$ cat config.mk
export PLATFORM = sky130hd
export DESIGN_NAME = load_switch_sense_converter_unit
export DESIGN_NICKNAME = d
export VERILOG_FILES = /design/src/hw/rtl/lssc_pkg.sv /design/src/hw/rtl/lssc_tables.sv /design/src/hw/rtl/load_switch_sense_converter_unit.sv
export SDC_FILE = /design/constraint.sdc
export NUM_CORES = 2
export LEC_CHECK = 0
export BUFFER_PORTS_ARGS = -buffer_cell sky130_fd_sc_hd__buf_2
export CORE_MARGIN = 2
export CORE_UTILIZATION = 47
export DETAILED_ROUTE_END_ITERATION = 10
export REMOVE_ABC_BUFFERS = 1
export SLEW_MARGIN = 30
export SYNTH_ARGS = -nofsm -noshare
export SYNTH_HDL_FRONTEND = slang
export SYNTH_SLANG_ARGS = --single-unit
export TNS_END_PERCENT = 10
$ cat constraint.sdc
create_clock -name clock -period 10.5 [get_ports clock]
set_clock_uncertainty 0.2 [all_clocks]
set_input_delay 0.525 -clock clock [delete_from_list [all_inputs] [get_ports clock]]
set_output_delay 0.525 -clock clock [all_outputs]
set_load 0.005 [all_outputs]
$ cat src/hw/rtl/lssc_pkg.sv
// Shared types and constants for the load switch sense converter.
// Used by lssc_tables and load_switch_sense_converter_unit; depends on nothing.

package lssc_pkg;

   localparam int unsigned CHANNELS_DEF    = 32;
   localparam int unsigned SENSE_RATIO_DEF = 4700;
   localparam int unsigned SENSE_OHM_DEF   = 1000;

   localparam int CH_W       = 5;
   localparam int RAW_W      = 16;
   localparam int TBL_W      = 16;
   localparam int CUR_W      = 23;
   localparam int TEMP_W     = 9;
   localparam int UV_W       = 23;
   localparam int MV_W       = 13;
   localparam int REQ_DATA_W = 56;
   localparam int RSP_DATA_W = 40;
   localparam int CSR_W      = 23;
   localparam int CSR_IDX_W  = 2;

   // Full-scale microvolts is 4096000, which is 62 * 65535 + 32830.
   localparam longint unsigned UV_MAX       = 64'd4096000;
   localparam logic [UV_W-1:0] UV_WHOLE_MUL = 23'd62;
   localparam logic [31:0]     UV_FRAC_MUL  = 32'd32830;
   localparam logic [16:0]     ADC_FULL     = 17'd65535;

   localparam logic [TBL_W-1:0] SCALE_ONE = 16'd256;
   localparam logic [CUR_W-1:0] CUR_MAX   = 23'h7FFFFF;

   localparam logic signed [13:0]       TEMP_REF_MV = 14'sd1000;
   localparam logic signed [10:0]       TEMP_REF_C  = 11'sd25;
   localparam logic [25:0]              DIV6_MUL    = 26'd10923;
   localparam logic signed [TEMP_W-1:0] TEMP_MIN    = -9'sd40;
   localparam logic signed [TEMP_W-1:0] TEMP_MAX    = 9'sd175;

   localparam logic [CUR_W-1:0]         OC_LIMIT_RST = 23'd42000;
   localparam logic signed [TEMP_W-1:0] OT_LIMIT_RST = 9'sd140;
   localparam logic [RAW_W-1:0]         OL_CUR_RST   = 16'd50;
   localparam logic [RAW_W-1:0]         OL_RAW_RST   = 16'd100;

   typedef enum logic [1:0] {
      REQ_SAMPLE     = 2'd0,
      REQ_SET_OFFSET = 2'd1,
      REQ_SET_SCALE  = 2'd2
   } req_kind_type;

   typedef enum logic [CSR_IDX_W-1:0] {
      CSR_OC_LIMIT   = 2'd0,
      CSR_OT_LIMIT   = 2'd1,
      CSR_OL_CURRENT = 2'd2,
      CSR_OL_RAW     = 2'd3
   } csr_index_type;

   typedef struct packed {
      logic             en;
      logic             sel_scale;
      logic [CH_W-1:0]  ch;
      logic [TBL_W-1:0] data;
   } tbl_wr_type;

   typedef struct packed {
      logic [TBL_W-1:0] offset;
      logic [TBL_W-1:0] scale;
   } tbl_rd_type;

endpackage

$ cat src/hw/rtl/lssc_tables.sv
// Per-channel offset and scale memories with valid bits for their reset values.
// Depends on lssc_pkg.

module lssc_tables #(
   parameter int unsigned CHANNELS = lssc_pkg::CHANNELS_DEF
) (
   input  logic                      clock,
   input  logic                      reset,
   input  logic                      rd_en,
   input  logic [lssc_pkg::CH_W-1:0] rd_ch,
   input  lssc_pkg::tbl_wr_type      wr,
   output lssc_pkg::tbl_rd_type      rd
);
   import lssc_pkg::*;

   localparam int IDX_W = (CHANNELS > 1) ? $clog2(CHANNELS) : 1;
   localparam int EXT_W = CH_W + IDX_W;

   logic [TBL_W-1:0]    off_mem [CHANNELS];
   logic [TBL_W-1:0]    sc_mem  [CHANNELS];
   logic [CHANNELS-1:0] off_vld_ff, off_vld_in;
   logic [CHANNELS-1:0] sc_vld_ff, sc_vld_in;
   logic [TBL_W-1:0]    off_rd_ff, sc_rd_ff;
   logic                off_ok_ff, off_ok_in;
   logic                sc_ok_ff, sc_ok_in;
   logic [EXT_W-1:0]    wr_ext, rd_ext;
   logic [IDX_W-1:0]    wr_idx, rd_idx;
   logic                wr_hit, rd_hit;

   assign wr_ext = EXT_W'(wr.ch);
   assign rd_ext = EXT_W'(rd_ch);
   assign wr_idx = wr_ext[IDX_W-1:0];
   assign rd_idx = rd_ext[IDX_W-1:0];
   assign wr_hit = wr.en && (wr_ext < EXT_W'(CHANNELS));
   assign rd_hit = rd_ext < EXT_W'(CHANNELS);

   always_comb begin
      off_vld_in = off_vld_ff;
      sc_vld_in  = sc_vld_ff;
      if (wr_hit) begin
         if (wr.sel_scale) begin
            sc_vld_in[wr_idx] = 1'b1;
         end else begin
            off_vld_in[wr_idx] = 1'b1;
         end
      end
      off_ok_in = rd_hit && off_vld_ff[rd_idx];
      sc_ok_in  = rd_hit && sc_vld_ff[rd_idx];
   end

   always_ff @(posedge clock) begin
      if (reset) begin
         off_vld_ff <= '0;
         sc_vld_ff  <= '0;
      end else begin
         off_vld_ff <= off_vld_in;
         sc_vld_ff  <= sc_vld_in;
      end
   end

   always_ff @(posedge clock) begin
      if (wr_hit) begin
         if (wr.sel_scale) begin
            sc_mem[wr_idx] <= wr.data;
         end else begin
            off_mem[wr_idx] <= wr.data;
         end
      end
   end

   always_ff @(posedge clock) begin
      if (rd_en) begin
         off_ok_ff <= off_ok_in;
         sc_ok_ff  <= sc_ok_in;
         if (rd_hit) begin
            off_rd_ff <= off_mem[rd_idx];
            sc_rd_ff  <= sc_mem[rd_idx];
         end
      end
   end

   assign rd.offset = off_ok_ff ? off_rd_ff : '0;
   assign rd.scale  = sc_ok_ff ? sc_rd_ff : SCALE_ONE;

endmodule

$ cat src/hw/rtl/load_switch_sense_converter_unit.sv
// Top level of the load switch sense converter: eight-stage conversion pipeline,
// limit registers and flag logic. Depends on lssc_pkg and lssc_tables.
//
//   Port group   Direction   Word
//   req_*        in          set offset, set scale or sample for one channel
//   rsp_*        out         converted current, temperature and flags
//   csr_*        in          limit register writes
//
// A sample word raises rsp_tvalid once it has passed the eight register stages of the
// current path (reading, microvolt split, microvolts, reciprocal estimate, back product,
// correction, scale product, saturated output) and leaves when rsp_tready is high.
// One word is accepted every cycle while req_tready is high; set words give no result.
// Each stage holds its word while the next one cannot take it, so a stall on rsp fills
// empty stages before req_tready drops. Reset clears all stage valid bits and
// the table valid bits and returns the limit registers to their defaults.

module load_switch_sense_converter_unit #(
   parameter int unsigned CHANNELS            = lssc_pkg::CHANNELS_DEF,
   parameter int unsigned SENSE_CURRENT_RATIO = lssc_pkg::SENSE_RATIO_DEF,
   parameter int unsigned SENSE_RESISTOR_OHM  = lssc_pkg::SENSE_OHM_DEF
) (
   input  logic                            clock,
   input  logic                            reset,
   input  logic                            req_tvalid,
   output logic                            req_tready,
   // channel, sense_count, status_count, write_value, zero padding
   input  logic [lssc_pkg::REQ_DATA_W-1:0] req_tdata,
   // req_type
   input  logic [1:0]                      req_tuser,
   output logic                            rsp_tvalid,
   input  logic                            rsp_tready,
   // out_channel, load_ma, temp_deg, over_current, over_temperature, open_load
   output logic [lssc_pkg::RSP_DATA_W-1:0] rsp_tdata,
   input  logic                            csr_we,
   input  logic [lssc_pkg::CSR_IDX_W-1:0]  csr_index,
   input  logic [lssc_pkg::CSR_W-1:0]      csr_wdata
);
   import lssc_pkg::*;

   localparam int NS = 8;
   localparam longint unsigned DIV    = longint'(SENSE_RESISTOR_OHM) * 1000;
   localparam longint unsigned RECIP  = (longint'(SENSE_CURRENT_RATIO) << UV_W) / DIV;
   localparam longint unsigned N_MAX  = UV_MAX * SENSE_CURRENT_RATIO;
   localparam longint unsigned MA_MAX = N_MAX / DIV;
   localparam int MA_W    = (MA_MAX > 0) ? $clog2(MA_MAX + 1) : 1;
   localparam int RECIP_W = (RECIP > 0) ? $clog2(RECIP + 1) : 1;
   localparam int N_W     = $clog2(N_MAX + 1);
   localparam int D_W     = $clog2(DIV + 1);
   localparam int CMP_W   = ((N_W > D_W) ? N_W : D_W) + 1;
   localparam int PM_W    = UV_W + RECIP_W;
   localparam int PR_W    = MA_W + TBL_W;
   localparam int SAT_W   = (PR_W > CUR_W + 1) ? PR_W : CUR_W + 1;

   // Handshake and stage control
   logic [NS:1] v_ff, v_in;
   logic [NS:1] stg_rdy;
   logic        req_acc;

   logic [CH_W-1:0]  req_ch;
   logic [RAW_W-1:0] req_craw, req_sraw, req_wval;

   // Limit registers
   logic [CUR_W-1:0]         oc_limit_ff;
   logic signed [TEMP_W-1:0] ot_limit_ff;
   logic [RAW_W-1:0]         ol_cur_ff, ol_raw_ff;

   tbl_wr_type tbl_wr;
   tbl_rd_type tbl_rd;

   // Side fields carried along the pipeline
   logic [CH_W-1:0]          ch_ff    [1:NS];
   logic [TBL_W-1:0]         sc_ff    [2:6];
   logic                     olraw_ff [2:7];
   logic signed [TEMP_W-1:0] temp_ff  [4:7];

   // Stage 1
   logic [RAW_W-1:0] s1_craw_ff, s1_sraw_ff;
   logic [RAW_W-1:0] corr;
   logic [11:0]      mv_a;
   logic [16:0]      mv_s;
   logic [31:0]      s2_frac_ff, s2_frac_in;
   logic [UV_W-1:0]  s2_whole_ff, s2_whole_in;
   logic [MV_W-1:0]  s2_mv_ff, s2_mv_in;
   logic             olraw_in;

   // Stage 2
   logic [16:0]        uv_s;
   logic [15:0]        uv_q;
   logic signed [13:0] tdiff;
   logic [11:0]        tmag;
   logic [25:0]        tprod;
   logic [UV_W-1:0]    s3_uv_ff, s3_uv_in;
   logic [9:0]         s3_tq_ff, s3_tq_in;
   logic               s3_tneg_ff, s3_tneg_in;

   // Stage 3
   logic [PM_W-1:0]          recip_prod;
   logic signed [10:0]       tsum;
   logic signed [TEMP_W-1:0] temp_in;
   logic [MA_W-1:0]          s4_q0_ff, s4_q0_in;
   logic [CMP_W-1:0]         s4_n_ff, s4_n_in;

   // Stage 4
   logic [MA_W-1:0]  s5_q0_ff;
   logic [CMP_W-1:0] s5_n_ff, s5_p_ff, s5_p_in;

   // Stage 5
   logic [CMP_W-1:0] s5_rem;
   logic [MA_W-1:0]  s6_ma_ff, s6_ma_in;

   // Stage 6
   logic [PR_W-1:0] s7_prod_ff, s7_prod_in;

   // Stage 7 and output
   logic [SAT_W-1:0]         scaled;
   logic [CUR_W-1:0]         out_cur_ff, out_cur_in;
   logic signed [TEMP_W-1:0] out_temp_ff;
   logic                     out_oc_ff, out_oc_in;
   logic                     out_ot_ff, out_ot_in;
   logic                     out_ol_ff, out_ol_in;

   assign req_ch   = req_tdata[4:0];
   assign req_craw = req_tdata[20:5];
   assign req_sraw = req_tdata[36:21];
   assign req_wval = req_tdata[52:37];

   always_comb begin
      stg_rdy[NS] = !v_ff[NS] || rsp_tready;
      for (int k = NS - 1; k >= 1; k--) begin
         stg_rdy[k] = !v_ff[k] || stg_rdy[k+1];
      end
   end

   assign req_tready = stg_rdy[1];
   assign req_acc    = req_tvalid && req_tready;

   always_comb begin
      v_in = v_ff;
      if (stg_rdy[1]) begin
         v_in[1] = req_tvalid && (req_tuser == REQ_SAMPLE);
      end
      for (int k = 2; k <= NS; k++) begin
         if (stg_rdy[k]) begin
            v_in[k] = v_ff[k-1];
         end
      end
   end

   always_ff @(posedge clock) begin
      if (reset) begin
         v_ff <= '0;
      end else begin
         v_ff <= v_in;
      end
   end

   always_ff @(posedge clock) begin
      if (reset) begin
         oc_limit_ff <= OC_LIMIT_RST;
         ot_limit_ff <= OT_LIMIT_RST;
         ol_cur_ff   <= OL_CUR_RST;
         ol_raw_ff   <= OL_RAW_RST;
      end else if (csr_we) begin
         case (csr_index_type'(csr_index))
            CSR_OC_LIMIT: begin
               oc_limit_ff <= csr_wdata[CUR_W-1:0];
            end
            CSR_OT_LIMIT: begin
               ot_limit_ff <= csr_wdata[TEMP_W-1:0];
            end
            CSR_OL_CURRENT: begin
               ol_cur_ff <= csr_wdata[RAW_W-1:0];
            end
            CSR_OL_RAW: begin
               ol_raw_ff <= csr_wdata[RAW_W-1:0];
            end
            default: begin
            end
         endcase
      end
   end

   always_comb begin
      tbl_wr.en        = req_acc &&
                         (req_tuser == REQ_SET_OFFSET || req_tuser == REQ_SET_SCALE);
      tbl_wr.sel_scale = req_tuser == REQ_SET_SCALE;
      tbl_wr.ch        = req_ch;
      tbl_wr.data      = req_wval;
   end

   lssc_tables #(
      .CHANNELS (CHANNELS)
   ) u_tables (
      .clock (clock),
      .reset (reset),
      .rd_en (stg_rdy[1]),
      .rd_ch (req_ch),
      .wr    (tbl_wr),
      .rd    (tbl_rd)
   );

   // Stage 1: offset correction, microvolt split, status millivolts
   always_comb begin
      corr        = (s1_craw_ff > tbl_rd.offset) ? s1_craw_ff - tbl_rd.offset : '0;
      s2_frac_in  = 32'(corr) * UV_FRAC_MUL;
      s2_whole_in = UV_W'(corr) * UV_WHOLE_MUL;
      mv_a        = s1_sraw_ff[15:4];
      mv_s        = 17'(mv_a) + 17'({s1_sraw_ff[3:0], 12'b0});
      s2_mv_in    = MV_W'(mv_a) + MV_W'(mv_s >= ADC_FULL);
      olraw_in    = s1_craw_ff < ol_raw_ff;
   end

   // Stage 2: finish division by 65535, temperature quotient by six
   always_comb begin
      uv_s       = 17'(s2_frac_ff[31:16]) + 17'(s2_frac_ff[15:0]);
      uv_q       = s2_frac_ff[31:16] + 16'(uv_s >= ADC_FULL);
      s3_uv_in   = s2_whole_ff + UV_W'(uv_q);
      tdiff      = $signed({1'b0, s2_mv_ff}) - TEMP_REF_MV;
      tmag       = tdiff[13] ? 12'(-tdiff) : 12'(tdiff);
      tprod      = 26'(tmag) * DIV6_MUL;
      s3_tq_in   = tprod[25:16];
      s3_tneg_in = tdiff[13];
   end

   // Stage 3: reciprocal estimate of milliamps, exact numerator, temperature clamp
   always_comb begin
      recip_prod = PM_W'(s3_uv_ff) * PM_W'(RECIP);
      s4_q0_in   = MA_W'(recip_prod >> UV_W);
      s4_n_in    = CMP_W'(s3_uv_ff) * CMP_W'(SENSE_CURRENT_RATIO);
      tsum       = (s3_tneg_ff ? -$signed({1'b0, s3_tq_ff}) : $signed({1'b0, s3_tq_ff}))
                   + TEMP_REF_C;
      if (tsum < TEMP_MIN) begin
         temp_in = TEMP_MIN;
      end else if (tsum > TEMP_MAX) begin
         temp_in = TEMP_MAX;
      end else begin
         temp_in = tsum[TEMP_W-1:0];
      end
   end

   // Stage 4: back-multiply the estimate
   assign s5_p_in = CMP_W'(s4_q0_ff) * CMP_W'(DIV);

   // Stage 5: the estimate is low by at most one
   always_comb begin
      s5_rem   = s5_n_ff - s5_p_ff;
      s6_ma_in = (s5_rem >= CMP_W'(DIV)) ? s5_q0_ff + MA_W'(1) : s5_q0_ff;
   end

   // Stage 6: channel scale
   assign s7_prod_in = PR_W'(s6_ma_ff) * PR_W'(sc_ff[6]);

   // Stage 7: saturation and flags
   always_comb begin
      scaled     = SAT_W'(s7_prod_ff) >> 8;
      out_cur_in = (scaled > SAT_W'(CUR_MAX)) ? CUR_MAX : CUR_W'(scaled);
      out_oc_in  = out_cur_in > oc_limit_ff;
      out_ot_in  = temp_ff[7] > ot_limit_ff;
      out_ol_in  = (out_cur_in < CUR_W'(ol_cur_ff)) && olraw_ff[7];
   end

   always_ff @(posedge clock) begin
      if (stg_rdy[1]) begin
         ch_ff[1]   <= req_ch;
         s1_craw_ff <= req_craw;
         s1_sraw_ff <= req_sraw;
      end
      for (int k = 2; k <= NS; k++) begin
         if (stg_rdy[k]) begin
            ch_ff[k] <= ch_ff[k-1];
         end
      end
      if (stg_rdy[2]) begin
         sc_ff[2]    <= tbl_rd.scale;
         olraw_ff[2] <= olraw_in;
         s2_frac_ff  <= s2_frac_in;
         s2_whole_ff <= s2_whole_in;
         s2_mv_ff    <= s2_mv_in;
      end
      for (int k = 3; k <= 6; k++) begin
         if (stg_rdy[k]) begin
            sc_ff[k] <= sc_ff[k-1];
         end
      end
      for (int k = 3; k <= 7; k++) begin
         if (stg_rdy[k]) begin
            olraw_ff[k] <= olraw_ff[k-1];
         end
      end
      if (stg_rdy[3]) begin
         s3_uv_ff   <= s3_uv_in;
         s3_tq_ff   <= s3_tq_in;
         s3_tneg_ff <= s3_tneg_in;
      end
      if (stg_rdy[4]) begin
         temp_ff[4] <= temp_in;
         s4_q0_ff   <= s4_q0_in;
         s4_n_ff    <= s4_n_in;
      end
      for (int k = 5; k <= 7; k++) begin
         if (stg_rdy[k]) begin
            temp_ff[k] <= temp_ff[k-1];
         end
      end
      if (stg_rdy[5]) begin
         s5_q0_ff <= s4_q0_ff;
         s5_n_ff  <= s4_n_ff;
         s5_p_ff  <= s5_p_in;
      end
      if (stg_rdy[6]) begin
         s6_ma_ff <= s6_ma_in;
      end
      if (stg_rdy[7]) begin
         s7_prod_ff <= s7_prod_in;
      end
      if (stg_rdy[8]) begin
         out_cur_ff  <= out_cur_in;
         out_temp_ff <= temp_ff[7];
         out_oc_ff   <= out_oc_in;
         out_ot_ff   <= out_ot_in;
         out_ol_ff   <= out_ol_in;
      end
   end

   assign rsp_tvalid = v_ff[NS];
   assign rsp_tdata  = {out_ol_ff, out_ot_ff, out_oc_ff, out_temp_ff, out_cur_ff, ch_ff[NS]};

   a_set_no_result: assert property (@(posedge clock) disable iff (reset)
      (req_acc && req_tuser != REQ_SAMPLE) |=> !v_ff[1])
      else $error("set word entered the conversion pipeline");

   a_recip_error: assert property (@(posedge clock) disable iff (reset)
      v_ff[5] |-> (s5_n_ff >= s5_p_ff) && (s5_rem < CMP_W'(2 * DIV)))
      else $error("reciprocal estimate off by more than one");

   a_temp_clamped: assert property (@(posedge clock) disable iff (reset)
      rsp_tvalid |-> (out_temp_ff >= TEMP_MIN) && (out_temp_ff <= TEMP_MAX))
      else $error("temperature outside clamp range");

endmodule
==> impl_metrics.toml <==
[run_status]
outcome = "completed"

[layout]
ff_latch_area_mm2 = 0.04888
diodes = 0
final_cell_mix = "1537 x edfxtp_1, 790 x ha_1, 772 x inv_1"
layout_commonest_cell = "edfxtp_1"
layout-drive-gt1-share_pct = 12.05
fill_cells = 15840
nets = 8064
syn2layout_area_growth_pct = 11.50
multi_input_area_mm2 = 0.03882

[min_path]
min_from = "csr_index[1]"
holdPathEnd = "ot_limit_ff[1]$_SDFFE_PP0P_"
hold_depth = 4
hold_class = "input port to flip-flop"

[cts]
cts_tree = "built"
cts_made_buffers = 172
htree_levels = 4
cts_sinks = 1673
cts-root-buf = "clkbuf_16"
cts_resized = 0
clk_pin_slew_worst_paths_ns = 0.06
insertion_delay_ns = 0.82
clk_path_buf_depth = 3

[drt]
vias = 51923
drc_errors = 0
final_antenna_net_count = 0
drt_iter0_markers = 4116
via_per_inst = 5.530
drt-wirelength-per-cell_um = 22.80
first_pass_iters = 5
drt-total-wl_um = 214000

[place]
place_congestion = 0.8594
place_hpwl_um = 147200
numPortBuffers = 126

[worst_setup_path]
cp.arrival_ns = 10.02
reg2reg_depth = 29
cpPeakStageDelay_ns = 0.61
critical-path-top-cell-by-count = "ha_1"
reg2reg_to = "s2_frac_ff[31]$_DFFE_PP_"
cp_max_fo = 16
regToRegSetupSlack_ns = 0.84
worstSetupPathType = "flip-flop to flip-flop"
cp-start-kind = "flip-flop"
r2r-start = "u_tables.off_ok_ff$_DFFE_PN_"
slowest_stage = "edfxtp_1"
required_ns = 10.86
critical_path.endpoint_type = "flip-flop"

[timing]
finalCritPeriodShare_pct = 91.98
slew_violations = 0
setup-violations-final = 0
worst_pin_slew_ns = 1.009
min_period_ns = 9.658
fmax_ghz = 0.1035
max_slew_margin_pct = 32.42
rsz0062_at_grt = "false"
finalHoldViolCount = 0
tns_ns = 0

[global_route]
grt_use_total_pct = 21.93
grt_pass1_vias = 53419
grt_start_max_net_pins = 129
grt_pass1_wl_um = 328600
grt_overflow = 0
antenna_found_initial = 3

[floorplan]
die-area_mm2 = 0.1977
die_x_um = 444.7
die_y_um = 444.7
core-area_mm2 = 0.1928
rows = 161
start_util_pct = 47.35
io_pins = 130

[run]
drv_cap = 0

[synth]
async_flop_share_pct = 0
yosysSeqAreaShare_pct = 53.55
synth_edf_count = 1537
syn_avg_cell_area_um2 = 14.17
ys.warnings.count = 0
syn_area_mm2 = 0.09127
synth_cells = 6439
synthDistinctLibCells = 80
synth_flop_cell = "edfxtp_1"
ys_ff_latch = 1673
[registers in the layout, indices dropped and copies added (netlist names), 21 cells and up]
| name | flops |
|---|---|
| ch_ff | 40 |
| s7_prod_ff | 23 |
| s2_whole_ff | 21 |
| oc_limit_ff | 23 |
| out_cur_ff | 23 |
| s2_frac_ff | 28 |
| s5_n_ff | 30 |
| s5_p_ff | 26 |
| u_tables.sc_vld_ff | 32 |
| u_tables.sc_mem | 512 |
| s4_n_ff | 30 |
| temp_ff | 36 |
| sc_ff | 80 |
| u_tables.off_mem | 512 |
| s3_uv_ff | 23 |
| u_tables.off_vld_ff | 32 |
[Yosys cell counts (8+ instances only)]
master | number | area share [%]
o2111ai_1 | 8 | 0.077
fa_1 | 466 | 10
a21oi_1 | 183 | 1.0
nor3b_1 | 11 | 0.090
buf_1 | 35 | 0.14
nor3_1 | 59 | 0.32
mux4_2 | 272 | 6.7
and3_1 | 27 | 0.19
o21a_1 | 47 | 0.39
clkbuf_1 | 153 | 0.63
nand2_1 | 380 | 1.6
o211ai_1 | 17 | 0.14
buf_4 | 8 | 0.066
nand2b_1 | 27 | 0.19
nor4_1 | 12 | 0.082
o41ai_1 | 8 | 0.077
a211o_1 | 9 | 0.086
dfxtp_1 | 136 | 3.0
xor2_1 | 66 | 0.63
ha_1 | 790 | 11
o21ai_0 | 96 | 0.53
a211oi_1 | 22 | 0.18
a22oi_1 | 136 | 1.1
xnor2_1 | 189 | 1.8
nand4_1 | 59 | 0.40
and2_1 | 136 | 0.93
nand3b_1 | 13 | 0.11
or3_1 | 22 | 0.15
edfxtp_1 | 1537 | 51
a21boi_0 | 9 | 0.074
nor2_1 | 355 | 1.5
nand3_1 | 63 | 0.35
inv_1 | 774 | 3.2
a21o_1 | 82 | 0.67
o21bai_1 | 22 | 0.18
o31ai_1 | 16 | 0.13
nor2b_1 | 44 | 0.30
or2_2 | 15 | 0.10
a31oi_1 | 19 | 0.13
[through the flow]
stage	setup WS (ns)	hold slack, ns	utilization (%)	cells	cell area [um^2]
2_1_floorplan	1.980	0.2003	-	6242	90500
3_5_place_dp	0.8456	0.2045	49.43	9009	95300
3_3_place_gp	0.8724	0.2010	49.42	9009	95260
6_report	0.8419	0.06555	52.79	9389	101800
5_1_grt	0.007611	0.05549	52.79	9389	101800
4_1_cts	0.8030	0.004282	52.77	9387	101700
[timing repair]
item	in CTS	in global routing
hold buffers	61	1
hold endpoints to repair	101	1
setup buffers	0	0
[worst max-delay path: cells and delay by family, from the launching register on]
family | cells | cell delay [ns]
simple gates | 5 | 1.20
flops | 1 | 0.61
buf+inv | 4 | 0.48
fa+ha+maj | 8 | 2.80
xor+xnor | 1 | 0.33
compound gates | 11 | 3.81
[metal layers]
metal	part of all wire (%)	wire length (um)	track usage, %	vias to the layer above
met5	0	0	0	-
met4	2.2	4684	5.350	0
met3	5.0	10700	3.000	255
met2	50	106000	37.16	1257
met1	43	92690	29.98	26590
li1	-	-	-	23821
[layout make-up]
type                            instances  area share, %
Clock buffer                          234          4.641
Inverter                              774          2.857
Timing Repair Buffer                  304          2.152
Clock inverter                         83          1.073
Multi-Input combinational cell       3795          38.14
Sequential cell                      1673          48.03
Tap cell                             2526          3.106
[logic make-up after synthesis]
family          Yosys count  share of synthesized area (%)
flops                  1673                          53.55
fa+ha+maj              1256                          21.05
simple gates           1247                          6.466
buf+inv                 971                          4.034
compound gates          760                          5.682
mux                     277                          6.769
xor+xnor                255                          2.447
[how the worst max path moves through the flow]
| stage | startpoint | end | slack, ns | cells past startpoint |
|---|---|---|---|---|
| floorplan | u_tables.off_ok_ff$_DFFE_PN_ | s2_frac_ff[30]$_DFFE_PP_ | 1.98 | 33 |
| global placement | u_tables.off_ok_ff$_DFFE_PN_ | s2_frac_ff[31]$_DFFE_PP_ | 0.87 | 29 |
| detailed placement | u_tables.off_ok_ff$_DFFE_PN_ | s2_frac_ff[31]$_DFFE_PP_ | 0.85 | 29 |
| CTS | u_tables.off_ok_ff$_DFFE_PN_ | s2_frac_ff[31]$_DFFE_PP_ | 0.80 | 29 |
| global route | u_tables.off_ok_ff$_DFFE_PN_ | s2_frac_ff[29]$_DFFE_PP_ | 0.008 | 29 |
| finish | u_tables.off_ok_ff$_DFFE_PN_ | s2_frac_ff[31]$_DFFE_PP_ | 0.84 | 29 |
Power is left out: the tool's default activity adds up to more than one toggle a clock period on the data nets, which glitch-free logic cannot reach.
